==> src/rtl/ppmr_pkg.sv <==
// ----------------------------------------------------------------------------
// ppmr_pkg
// Types, codes and reset values shared by the power-line PPM frame receiver.
// ----------------------------------------------------------------------------
`default_nettype none

package ppmr_pkg;

    localparam int APB_ADDR_W = 5;
    localparam int APB_DATA_W = 32;

    // event kinds on the input channel
    localparam logic EV_CROSSING = 1'b0;
    localparam logic EV_PULSE    = 1'b1;

    localparam logic [7:0] FRAME_DIBITS = 8'd16;

    localparam logic [15:0] RST_WINDOW_BASE    = 16'd48000;
    localparam logic [11:0] RST_WINDOW_STEP    = 12'd1000;
    localparam logic [11:0] RST_WINDOW_LOW     = 12'd100;
    localparam logic [11:0] RST_WINDOW_HIGH    = 12'd1100;
    localparam logic [15:0] RST_MIN_HALF_CYCLE = 16'd59000;
    localparam logic [7:0]  RST_SYNC_BYTE      = 8'd150;
    localparam logic [7:0]  RST_MODULE_ADDRESS = 8'd228;

    typedef enum logic [2:0] {
        REG_WINDOW_BASE    = 3'd0,
        REG_WINDOW_STEP    = 3'd1,
        REG_WINDOW_LOW     = 3'd2,
        REG_WINDOW_HIGH    = 3'd3,
        REG_MIN_HALF_CYCLE = 3'd4,
        REG_SYNC_BYTE      = 3'd5,
        REG_MODULE_ADDRESS = 3'd6
    } t_reg_idx;

    typedef struct packed {
        logic [15:0] window_base;
        logic [11:0] window_step;
        logic [11:0] window_low;
        logic [11:0] window_high;
        logic [15:0] min_half_cycle;
        logic [7:0]  sync_byte;
        logic [7:0]  module_address;
    } t_cfg;

endpackage

`default_nettype wire

==> src/rtl/ppmr_if.sv <==
// ----------------------------------------------------------------------------
// ppmr_in_if / ppmr_out_if
// Valid/ready channels for input events and frame results.
// ----------------------------------------------------------------------------
`default_nettype none

interface ppmr_in_if;
    logic        valid;
    logic        ready;
    logic        cmd;
    logic [15:0] elapsed;

    modport source (output valid, output cmd, output elapsed, input ready);
    modport sink   (input valid, input cmd, input elapsed, output ready);
endinterface

interface ppmr_out_if;
    logic       valid;
    logic       ready;
    logic       restart_timer;
    logic       edge_select;
    logic       frame_done;
    logic       to_me;
    logic [7:0] dest_addr;
    logic [7:0] src_addr;
    logic [7:0] command;

    modport source (output valid, output restart_timer, output edge_select,
                    output frame_done, output to_me, output dest_addr,
                    output src_addr, output command, input ready);
    modport sink   (input valid, input restart_timer, input edge_select,
                    input frame_done, input to_me, input dest_addr,
                    input src_addr, input command, output ready);
endinterface

`default_nettype wire

==> src/rtl/powerline_ppm_frame_receiver.sv <==
// An event enters the input register at its transfer; the result register,
// which drives the valid result, loads from it once the result side advances.
// Throughput: one event per cycle while the result side accepts every cycle;
// a stalled result holds the input register, then the input side stalls.
// Reset (synchronous, active low) clears the channels and the receive state
// and loads the register defaults; the four frame bytes are not cleared.
// ----------------------------------------------------------------------------
// powerline_ppm_frame_receiver
// Pulse-position frame receiver for mains power-line signaling.
// ----------------------------------------------------------------------------
`default_nettype none

module powerline_ppm_frame_receiver (
    input  logic                                i_clk,
    input  logic                                i_rst_n,
    ppmr_in_if.sink                             i_ev,
    ppmr_out_if.source                          o_res,
    input  logic                                psel,
    input  logic                                penable,
    input  logic                                pwrite,
    input  logic [ppmr_pkg::APB_ADDR_W-1:0]     paddr,
    input  logic [ppmr_pkg::APB_DATA_W-1:0]     pwdata,
    output logic [ppmr_pkg::APB_DATA_W-1:0]     prdata,
    output logic                                pready
);
    import ppmr_pkg::*;

    t_cfg w_cfg;

    ppmr_cfg u_cfg (
        .i_clk   (i_clk),
        .i_rst_n (i_rst_n),
        .psel    (psel),
        .penable (penable),
        .pwrite  (pwrite),
        .paddr   (paddr),
        .pwdata  (pwdata),
        .prdata  (prdata),
        .pready  (pready),
        .o_cfg   (w_cfg)
    );

    ppmr_core u_core (
        .i_clk   (i_clk),
        .i_rst_n (i_rst_n),
        .i_cfg   (w_cfg),
        .i_ev    (i_ev),
        .o_res   (o_res)
    );

endmodule

`default_nettype wire

==> src/rtl/ppmr_window.sv <==
// ----------------------------------------------------------------------------
// ppmr_window
// Pulse position decode: tests the elapsed count against four windows.
// ----------------------------------------------------------------------------
`default_nettype none

module ppmr_window (
    input  ppmr_pkg::t_cfg i_cfg,
    input  logic [15:0]    i_elapsed,
    output logic           o_hit,
    output logic [1:0]     o_pos
);
    import ppmr_pkg::*;

    // all bounds fit in 17 bits: 65535 + 3*4095 + 4095
    always_comb begin
        logic [16:0] centre;
        logic [16:0] lo;
        logic [16:0] hi;
        logic [16:0] e;
        o_hit = 1'b0;
        o_pos = 2'd0;
        e     = {1'b0, i_elapsed};
        for (int k = 0; k < 4; k++) begin
            centre = {1'b0, i_cfg.window_base}
                   + 17'({5'd0, i_cfg.window_step} * 17'(k));
            lo = centre + {5'd0, i_cfg.window_low};
            hi = centre + {5'd0, i_cfg.window_high};
            // later positions override earlier ones
            if (lo < e && e < hi) begin
                o_hit = 1'b1;
                o_pos = 2'(k);
            end
        end
    end

endmodule

`default_nettype wire

==> src/rtl/ppmr_cfg.sv <==
// ----------------------------------------------------------------------------
// ppmr_cfg
// APB register file holding the window, timing, sync and address settings.
// ----------------------------------------------------------------------------
`default_nettype none

module ppmr_cfg (
    input  logic                                i_clk,
    input  logic                                i_rst_n,
    input  logic                                psel,
    input  logic                                penable,
    input  logic                                pwrite,
    input  logic [ppmr_pkg::APB_ADDR_W-1:0]     paddr,
    input  logic [ppmr_pkg::APB_DATA_W-1:0]     pwdata,
    output logic [ppmr_pkg::APB_DATA_W-1:0]     prdata,
    output logic                                pready,
    output ppmr_pkg::t_cfg                      o_cfg
);
    import ppmr_pkg::*;

    t_cfg     r_cfg;
    t_reg_idx w_idx;
    logic     w_wr;

    assign pready = 1'b1;
    assign w_idx  = t_reg_idx'(paddr[APB_ADDR_W-1:2]);
    assign w_wr   = psel && penable && pwrite && pready;
    assign o_cfg  = r_cfg;

    always_ff @(posedge i_clk) begin
        if (!i_rst_n) begin
            r_cfg.window_base    <= RST_WINDOW_BASE;
            r_cfg.window_step    <= RST_WINDOW_STEP;
            r_cfg.window_low     <= RST_WINDOW_LOW;
            r_cfg.window_high    <= RST_WINDOW_HIGH;
            r_cfg.min_half_cycle <= RST_MIN_HALF_CYCLE;
            r_cfg.sync_byte      <= RST_SYNC_BYTE;
            r_cfg.module_address <= RST_MODULE_ADDRESS;
        end else if (w_wr) begin
            unique case (w_idx)
                REG_WINDOW_BASE:    r_cfg.window_base    <= pwdata[15:0];
                REG_WINDOW_STEP:    r_cfg.window_step    <= pwdata[11:0];
                REG_WINDOW_LOW:     r_cfg.window_low     <= pwdata[11:0];
                REG_WINDOW_HIGH:    r_cfg.window_high    <= pwdata[11:0];
                REG_MIN_HALF_CYCLE: r_cfg.min_half_cycle <= pwdata[15:0];
                REG_SYNC_BYTE:      r_cfg.sync_byte      <= pwdata[7:0];
                REG_MODULE_ADDRESS: r_cfg.module_address <= pwdata[7:0];
                default: ;
            endcase
        end
    end

    always_comb begin
        unique case (w_idx)
            REG_WINDOW_BASE:    prdata = {16'd0, r_cfg.window_base};
            REG_WINDOW_STEP:    prdata = {20'd0, r_cfg.window_step};
            REG_WINDOW_LOW:     prdata = {20'd0, r_cfg.window_low};
            REG_WINDOW_HIGH:    prdata = {20'd0, r_cfg.window_high};
            REG_MIN_HALF_CYCLE: prdata = {16'd0, r_cfg.min_half_cycle};
            REG_SYNC_BYTE:      prdata = {24'd0, r_cfg.sync_byte};
            REG_MODULE_ADDRESS: prdata = {24'd0, r_cfg.module_address};
            default:            prdata = '0;
        endcase
    end

endmodule

`default_nettype wire

==> src/rtl/ppmr_core.sv <==
// ----------------------------------------------------------------------------
// ppmr_core
// Input register, receive state update and result register.
// ----------------------------------------------------------------------------
`default_nettype none

module ppmr_core (
    input  logic           i_clk,
    input  logic           i_rst_n,
    input  ppmr_pkg::t_cfg i_cfg,
    ppmr_in_if.sink        i_ev,
    ppmr_out_if.source     o_res
);
    import ppmr_pkg::*;

    // input stage
    logic        r_in_valid;
    logic        r_cmd;
    logic [15:0] r_elapsed;

    // receive state
    logic            r_recv, n_recv;
    logic            r_taken, n_taken;
    logic            r_pol, n_pol;
    logic [7:0]      r_hc, n_hc;
    logic [7:0]      r_ec, n_ec;
    logic [2:0]      r_di, n_di;
    logic [2:0]      r_bi, n_bi;
    logic [3:0][7:0] r_frame, n_frame;

    // result stage
    logic       r_out_valid;
    logic       r_restart, n_restart;
    logic       r_done, n_done;
    logic       r_to_me, n_to_me;
    logic [7:0] r_dest, n_dest;
    logic [7:0] r_src, n_src;
    logic [7:0] r_command, n_command;

    logic       w_adv;
    logic       w_hit;
    logic [1:0] w_pos;

    assign w_adv      = !r_out_valid || o_res.ready;
    assign i_ev.ready = !r_in_valid || w_adv;

    ppmr_window u_window (
        .i_cfg     (i_cfg),
        .i_elapsed (r_elapsed),
        .o_hit     (w_hit),
        .o_pos     (w_pos)
    );

    always_comb begin
        logic [2:0] bi_m1;
        logic [2:0] slot_m1;
        logic [7:0] dib;
        logic [7:0] sync_sh;
        n_recv    = r_recv;
        n_taken   = r_taken;
        n_pol     = r_pol;
        n_hc      = r_hc;
        n_ec      = r_ec;
        n_di      = r_di;
        n_bi      = r_bi;
        n_frame   = r_frame;
        n_restart = 1'b0;
        n_done    = 1'b0;
        bi_m1     = 3'd0;
        slot_m1   = 3'd0;
        dib       = 8'd0;
        sync_sh   = 8'd0;

        if (r_cmd == EV_CROSSING) begin
            if (r_elapsed > i_cfg.min_half_cycle) begin
                n_restart = 1'b1;
                n_pol     = !r_pol;
                n_hc      = r_hc + 8'd1;
                n_taken   = 1'b0;
            end
        end else if (!r_taken && w_hit) begin
            n_taken = 1'b1;
            if (!r_recv) begin
                // open a new frame
                n_recv = 1'b1;
                n_hc   = 8'd1;
                n_ec   = 8'd0;
                n_di   = 3'd1;
                n_bi   = 3'd1;
            end else begin
                n_di = r_di + 3'd1;
            end

            if ({1'b0, n_ec} + 9'd1 == {1'b0, n_hc}) begin
                bi_m1   = n_bi - 3'd1;
                slot_m1 = n_di - 3'd1;
                dib     = {6'd0, w_pos} << {slot_m1[1:0], 1'b0};
                sync_sh = i_cfg.sync_byte >> {slot_m1[1:0], 1'b0};
                if (n_di != 3'd0 && n_di <= 3'd4) begin
                    if (n_bi != 3'd0 && n_bi <= 3'd4) begin
                        if (n_di == 3'd1) begin
                            n_frame[bi_m1[1:0]] = dib;
                        end else begin
                            n_frame[bi_m1[1:0]] = n_frame[bi_m1[1:0]] | dib;
                        end
                    end
                    // sync byte is checked one dibit at a time
                    if (n_bi == 3'd1 && w_pos != sync_sh[1:0]) begin
                        n_recv = 1'b0;
                    end
                    if (n_di == 3'd4) begin
                        n_bi = n_bi + 3'd1;
                        n_di = 3'd0;
                    end
                end
                if (n_hc == FRAME_DIBITS) begin
                    n_done = 1'b1;
                    n_recv = 1'b0;
                end
                n_ec = n_ec + 8'd1;
            end else begin
                // missed half-cycle: drop the frame
                n_recv = 1'b0;
            end
        end

        if (n_done) begin
            n_to_me   = (n_frame[1] == i_cfg.module_address);
            n_dest    = n_frame[1];
            n_src     = n_frame[2];
            n_command = n_frame[3];
        end else begin
            n_to_me   = 1'b0;
            n_dest    = 8'd0;
            n_src     = 8'd0;
            n_command = 8'd0;
        end
    end

    // control registers
    always_ff @(posedge i_clk) begin
        if (!i_rst_n) begin
            r_in_valid  <= 1'b0;
            r_out_valid <= 1'b0;
            r_recv      <= 1'b0;
            r_taken     <= 1'b0;
            r_pol       <= 1'b0;
            r_hc        <= 8'd0;
            r_ec        <= 8'd0;
            r_di        <= 3'd0;
            r_bi        <= 3'd1;
        end else begin
            if (i_ev.ready) begin
                r_in_valid <= i_ev.valid;
            end
            if (w_adv) begin
                r_out_valid <= r_in_valid;
                if (r_in_valid) begin
                    r_recv  <= n_recv;
                    r_taken <= n_taken;
                    r_pol   <= n_pol;
                    r_hc    <= n_hc;
                    r_ec    <= n_ec;
                    r_di    <= n_di;
                    r_bi    <= n_bi;
                end
            end
        end
    end

    // payload registers
    always_ff @(posedge i_clk) begin
        if (i_ev.ready && i_ev.valid) begin
            r_cmd     <= i_ev.cmd;
            r_elapsed <= i_ev.elapsed;
        end
        if (w_adv && r_in_valid) begin
            r_frame   <= n_frame;
            r_restart <= n_restart;
            r_done    <= n_done;
            r_to_me   <= n_to_me;
            r_dest    <= n_dest;
            r_src     <= n_src;
            r_command <= n_command;
        end
    end

    assign o_res.valid         = r_out_valid;
    assign o_res.restart_timer = r_restart;
    assign o_res.edge_select   = r_pol;
    assign o_res.frame_done    = r_done;
    assign o_res.to_me         = r_to_me;
    assign o_res.dest_addr     = r_dest;
    assign o_res.src_addr      = r_src;
    assign o_res.command       = r_command;

endmodule

`default_nettype wire

==> src/flat_wrapper.sv <==
// flat-port wrapper written by rule: the top's interface ports become plain ports
module powerline_ppm_frame_receiver_flat import ppmr_pkg::*;
  (i_clk, i_rst_n, psel, penable, pwrite, paddr, pwdata, prdata, pready, i_ev_valid, i_ev_cmd, i_ev_elapsed, i_ev_ready, o_res_valid, o_res_restart_timer, o_res_edge_select, o_res_frame_done, o_res_to_me, o_res_dest_addr, o_res_src_addr, o_res_command, o_res_ready);
  ppmr_in_if i_ev_i ();
  ppmr_out_if o_res_i ();
  input  logic i_clk;
  input  logic i_rst_n;
  input  logic psel;
  input  logic penable;
  input  logic pwrite;
  input  logic [ppmr_pkg::APB_ADDR_W-1:0] paddr;
  input  logic [ppmr_pkg::APB_DATA_W-1:0] pwdata;
  output logic [ppmr_pkg::APB_DATA_W-1:0] prdata;
  output logic pready;
  input wire logic [$bits(i_ev_i.valid)-1:0] i_ev_valid;
  input wire logic [$bits(i_ev_i.cmd)-1:0] i_ev_cmd;
  input wire logic [$bits(i_ev_i.elapsed)-1:0] i_ev_elapsed;
  output wire logic [$bits(i_ev_i.ready)-1:0] i_ev_ready;
  output wire logic [$bits(o_res_i.valid)-1:0] o_res_valid;
  output wire logic [$bits(o_res_i.restart_timer)-1:0] o_res_restart_timer;
  output wire logic [$bits(o_res_i.edge_select)-1:0] o_res_edge_select;
  output wire logic [$bits(o_res_i.frame_done)-1:0] o_res_frame_done;
  output wire logic [$bits(o_res_i.to_me)-1:0] o_res_to_me;
  output wire logic [$bits(o_res_i.dest_addr)-1:0] o_res_dest_addr;
  output wire logic [$bits(o_res_i.src_addr)-1:0] o_res_src_addr;
  output wire logic [$bits(o_res_i.command)-1:0] o_res_command;
  input wire logic [$bits(o_res_i.ready)-1:0] o_res_ready;
  assign i_ev_i.valid = i_ev_valid;
  assign i_ev_i.cmd = i_ev_cmd;
  assign i_ev_i.elapsed = i_ev_elapsed;
  assign i_ev_ready = i_ev_i.ready;
  assign o_res_valid = o_res_i.valid;
  assign o_res_restart_timer = o_res_i.restart_timer;
  assign o_res_edge_select = o_res_i.edge_select;
  assign o_res_frame_done = o_res_i.frame_done;
  assign o_res_to_me = o_res_i.to_me;
  assign o_res_dest_addr = o_res_i.dest_addr;
  assign o_res_src_addr = o_res_i.src_addr;
  assign o_res_command = o_res_i.command;
  assign o_res_i.ready = o_res_ready;
  powerline_ppm_frame_receiver u_core (.i_clk(i_clk), .i_rst_n(i_rst_n), .i_ev(i_ev_i), .o_res(o_res_i), .psel(psel), .penable(penable), .pwrite(pwrite), .paddr(paddr), .pwdata(pwdata), .prdata(prdata), .pready(pready));
endmodule
==> config.mk <==
export PLATFORM = sky130hd
export DESIGN_NAME = powerline_ppm_frame_receiver_flat
export DESIGN_NICKNAME = d
export VERILOG_FILES = /design/src/rtl/ppmr_pkg.sv /design/src/rtl/ppmr_if.sv /design/src/rtl/powerline_ppm_frame_receiver.sv /design/src/rtl/ppmr_window.sv /design/src/rtl/ppmr_cfg.sv /design/src/rtl/ppmr_core.sv /design/src/flat_wrapper.sv
export SDC_FILE = /design/constraint.sdc
export NUM_CORES = 1
export LEC_CHECK = 0
export BUFFER_PORTS_ARGS = -buffer_cell sky130_fd_sc_hd__clkbuf_2
export CORE_MARGIN = 1.5
export CORE_UTILIZATION = 30
export DETAILED_ROUTE_END_ITERATION = 7
export PLACE_DENSITY = 0.44
export SLEW_MARGIN = 15
export SYNTH_ARGS = -nofsm -noshare
export SYNTH_HDL_FRONTEND = slang
export SYNTH_HIERARCHICAL = 1
export SYNTH_SLANG_ARGS = --single-unit
==> constraint.sdc <==
create_clock -name i_clk -period 18.02 [get_ports i_clk]
set_clock_uncertainty 0.05 [all_clocks]
set_input_delay 1.802 -clock i_clk [delete_from_list [all_inputs] [get_ports i_clk]]
set_output_delay 1.802 -clock i_clk [all_outputs]
set_load 0.1 [all_outputs]
==> qor.csv <==
metric;value;unit
status;complete, no violations;
CTS tree;done;
fin crit share;49.8;%
R2R Path Start;u_core/u_cfg/o_cfg[69]$_SDFFE_PN0P_;
WHS;442;ps
GRT busiest layer;met2;
clock sinks;187;
Hold WC Path Type;reg2reg;
DRC viols;0;
Worst Path Arrival;9040;ps
Detail Placement HPWL;50.9;mm
measured slew at the worst slew-check pin;959;ps
Initial DRC Count;999;
met3 GRT Util;1.74;%
Slowest-stage cell, CP;dfxtp_1;
met2 GRT Util;34.4;%
Final #Nets;2527;
vias per cell;5.40;
Post-CTS Setup Inserts;0;
Pwr Density;56.5;mW/mm^2
largest net degree at the start of global routing;83;
Synth Instances;2116;
antenna cells;0;
Seq cells post-synth;187;
initial antenna violation count;0;
DRT Wirelength;63.5;mm
design area;0.0207;sq mm
top cells by area, synth;ha_1, edfxtp_1, dfxtp_1, mux2i_1, xnor2_1;
relative slew slack;35.5;%
top cell type's share of synthesized area;18.5;%
Root Buffer;clkbuf_16;
IO Pins;124;
gr usage total;19.9;%
Max Fclk;111;MHz
Area growth, synth to finish;9.77;%
syn_area_per_cell;8.90;sq um
hold path depth;2;
RSZ-0062 raised after global routing;no;
post-cts resize count;0;
Pins Over Slew Limit;0;
fraction of layout cells with a size suffix above 1;10.1;%
# port buffers;88;
number of global-route vias before repair;16300;
crit-path max FO;16;
die area;0.0643;sq mm
post-route ant nets;0;
delay of the slowest critical-path stage;680;ps
drt pass-1 iters;5;
most common cell after layout, fill and taps aside;ha_1;
Die W;254;um
Clock transition at path regs;80;ps
Final Setup Violations;0;
Remaining Overflow, GRT;0;
Max Cap Viol;0;
Post-synth top flop;dfxtp_1;
total CTS buffers;17;
Seq/Total Area, Yosys;23.9;%
Area after DPL;0.0200;sq mm
layout filler cell count;6432;
area leader, netlist;ha_1;
most frequent cells in the layout;ha_1, nand2_1, a21oi_1;
asr flop ratio synth;0;%
Setup CP Type;reg2reg;
worst reg2reg path depth;30;
Worst Hold Path EP;u_core/u_core/r_bi[1]$_SDFFE_PN0P_;
Worst Path Required;18090;ps
first-pass GRT wire length;96.8;mm
Post-Syn Area;0.0188;sq mm
Period minus WS final;8970;ps
via count;16300;
Hold Buf Count CTS;0;
clock buffer depth;2;
Critical Path End Type;flop;
worst skew pair latency;470;ps
leakage;8.90;nW
WL/cell;21.1;um
row cnt;91;
H-tree depth;4;
die height;254;um
GP Congestion;0.843;
Setup TNS;0;ps
count of different cell masters after synthesis;95;
Post-synth EDFFs;76;
initial core utilization;30.5;%
peak supply drop;0.0000442;V
synth warn;6;
Hold Vio Cnt, Final;0;
reg2reg setup slack;9050;ps
Core ar.;0.0618;sq mm
Hold Path Origin;u_core/u_core/r_bi[1]$_SDFFE_PN0P_;
startpoint types;flop;
GR met1 Demand/Resource;26.5;%
-- sequential cells by signal, summed over array words and instances, names as in the netlist, named ones only --
| signal | flops |
|---|---|
| u_core/u_core/o_res.restart_timer | 1 |
| u_core/u_core/o_res.valid | 1 |
| u_core/u_core/r_di | 3 |
| u_core/u_core/r_hc | 8 |
| u_core/u_core/r_elapsed | 16 |
| u_core/u_core/o_res.dest_addr | 8 |
| u_core/u_cfg/o_cfg | 84 |
| u_core/u_core/o_res.frame_done | 1 |
| u_core/u_core/o_res.to_me | 1 |
| u_core/u_core/r_recv | 1 |
| u_core/u_core/r_frame | 24 |
| u_core/u_core/r_ec | 8 |
| u_core/u_core/r_cmd | 1 |
| u_core/u_core/r_in_valid | 1 |
| u_core/u_core/r_taken | 1 |
| u_core/u_core/o_res.src_addr | 8 |
| u_core/u_core/r_bi | 3 |
| u_core/u_core/o_res.command | 8 |
| u_core/u_core/o_res.edge_select | 1 |
-- power breakdown --
group	internal (mW)	switching (mW)	total [mW]	leakage, nW
clock	0.198	0.219	0.417	0.316
sequential	0.450	0.0142	0.464	1.55
combinational	0.0909	0.195	0.286	7.03
total	0.739	0.428	1.17	8.90
-- cells in the mapped netlist (22+ instances only) --
cell and number:
xor2_1 60, edfxtp_1 76, ha_1 279, clkbuf_1 38
xnor2_1 98, nor2b_1 44, o21ai_0 107, fa_1 22
a21o_1 63, nor2_1 109, o21a_1 26, dfxtp_1 111
nor3_1 42, nand2_1 152, nand2b_1 35, o211ai_1 29
mux2i_1 96, buf_4 22, nand3_1 91, inv_1 112
mux2_2 26, and2_1 35, a21oi_1 130
-- metal layers --
metal,wire (um),part of all wire (%)
met5,0,0
met4,1160,1.8
met3,2090,3.3
met2,30600,48
met1,29700,47
-- per-stage QoR --
stage	util [%]	power [mW]	cells	worst slack (ps)
3_5_place_dp	32.4	0.759	2983	9000
3_3_place_gp	32.4	0.755	2983	9150
4_1_cts	33.4	1.18	3015	8970
6_report	33.4	1.17	3015	9050
5_1_grt	33.4	1.22	3015	8290
2_1_floorplan	-	0.685	2131	10940
-- cell families after synthesis --
logic type	count (synthesis)	share of synthesized area (%)
xor gates and xnor gates	158	7.35
muxes	130	7.62
other	2	0.0399
DFF	187	23.9
adders and majority gates	301	20.9
buffers and inverters	203	4.88
and+or+nand+nor	617	16.8
AOI/OAI and AO/OA	518	18.5
-- worst max-delay path, delay by kind of cell (launching register included) --
| kind | cells | cell delay, ps |
|---|---|---|
| AOI/OAI and AO/OA | 13 | 2950 |
| adders and majority gates | 5 | 1810 |
| xor gates and xnor gates | 2 | 410 |
| DFF | 1 | 680 |
| and+or+nand+nor | 10 | 2710 |
-- worst max path at each step --
stage,from,to
after CTS,u_core/u_cfg/o_cfg[69]$_SDFFE_PN0P_,flop
after global routing,u_core/u_cfg/o_cfg[69]$_SDFFE_PN0P_,flop
after detailed placement,u_core/u_cfg/o_cfg[69]$_SDFFE_PN0P_,flop
final,u_core/u_cfg/o_cfg[69]$_SDFFE_PN0P_,flop
after global placement,u_core/u_cfg/o_cfg[69]$_SDFFE_PN0P_,flop
after floorplan,u_core/u_cfg/o_cfg[69]$_SDFFE_PN0P_,u_core/u_core/o_res.to_me$_SDFFCE_PN0P_
-- cell type report --
cell class | count | area (sq um) | share of cell area (%)
Inverter | 113 | 424 | 2.05
Multi-Input combinational cell | 1741 | 13500 | 65.1
Timing Repair Buffer | 105 | 571 | 2.76
Tap cell | 837 | 1050 | 5.07
Clock buffer | 17 | 425 | 2.06
Sequential cell | 187 | 4500 | 21.8
Clock inverter | 15 | 234 | 1.13
Note: power is estimated with default switching activity, not from simulation.
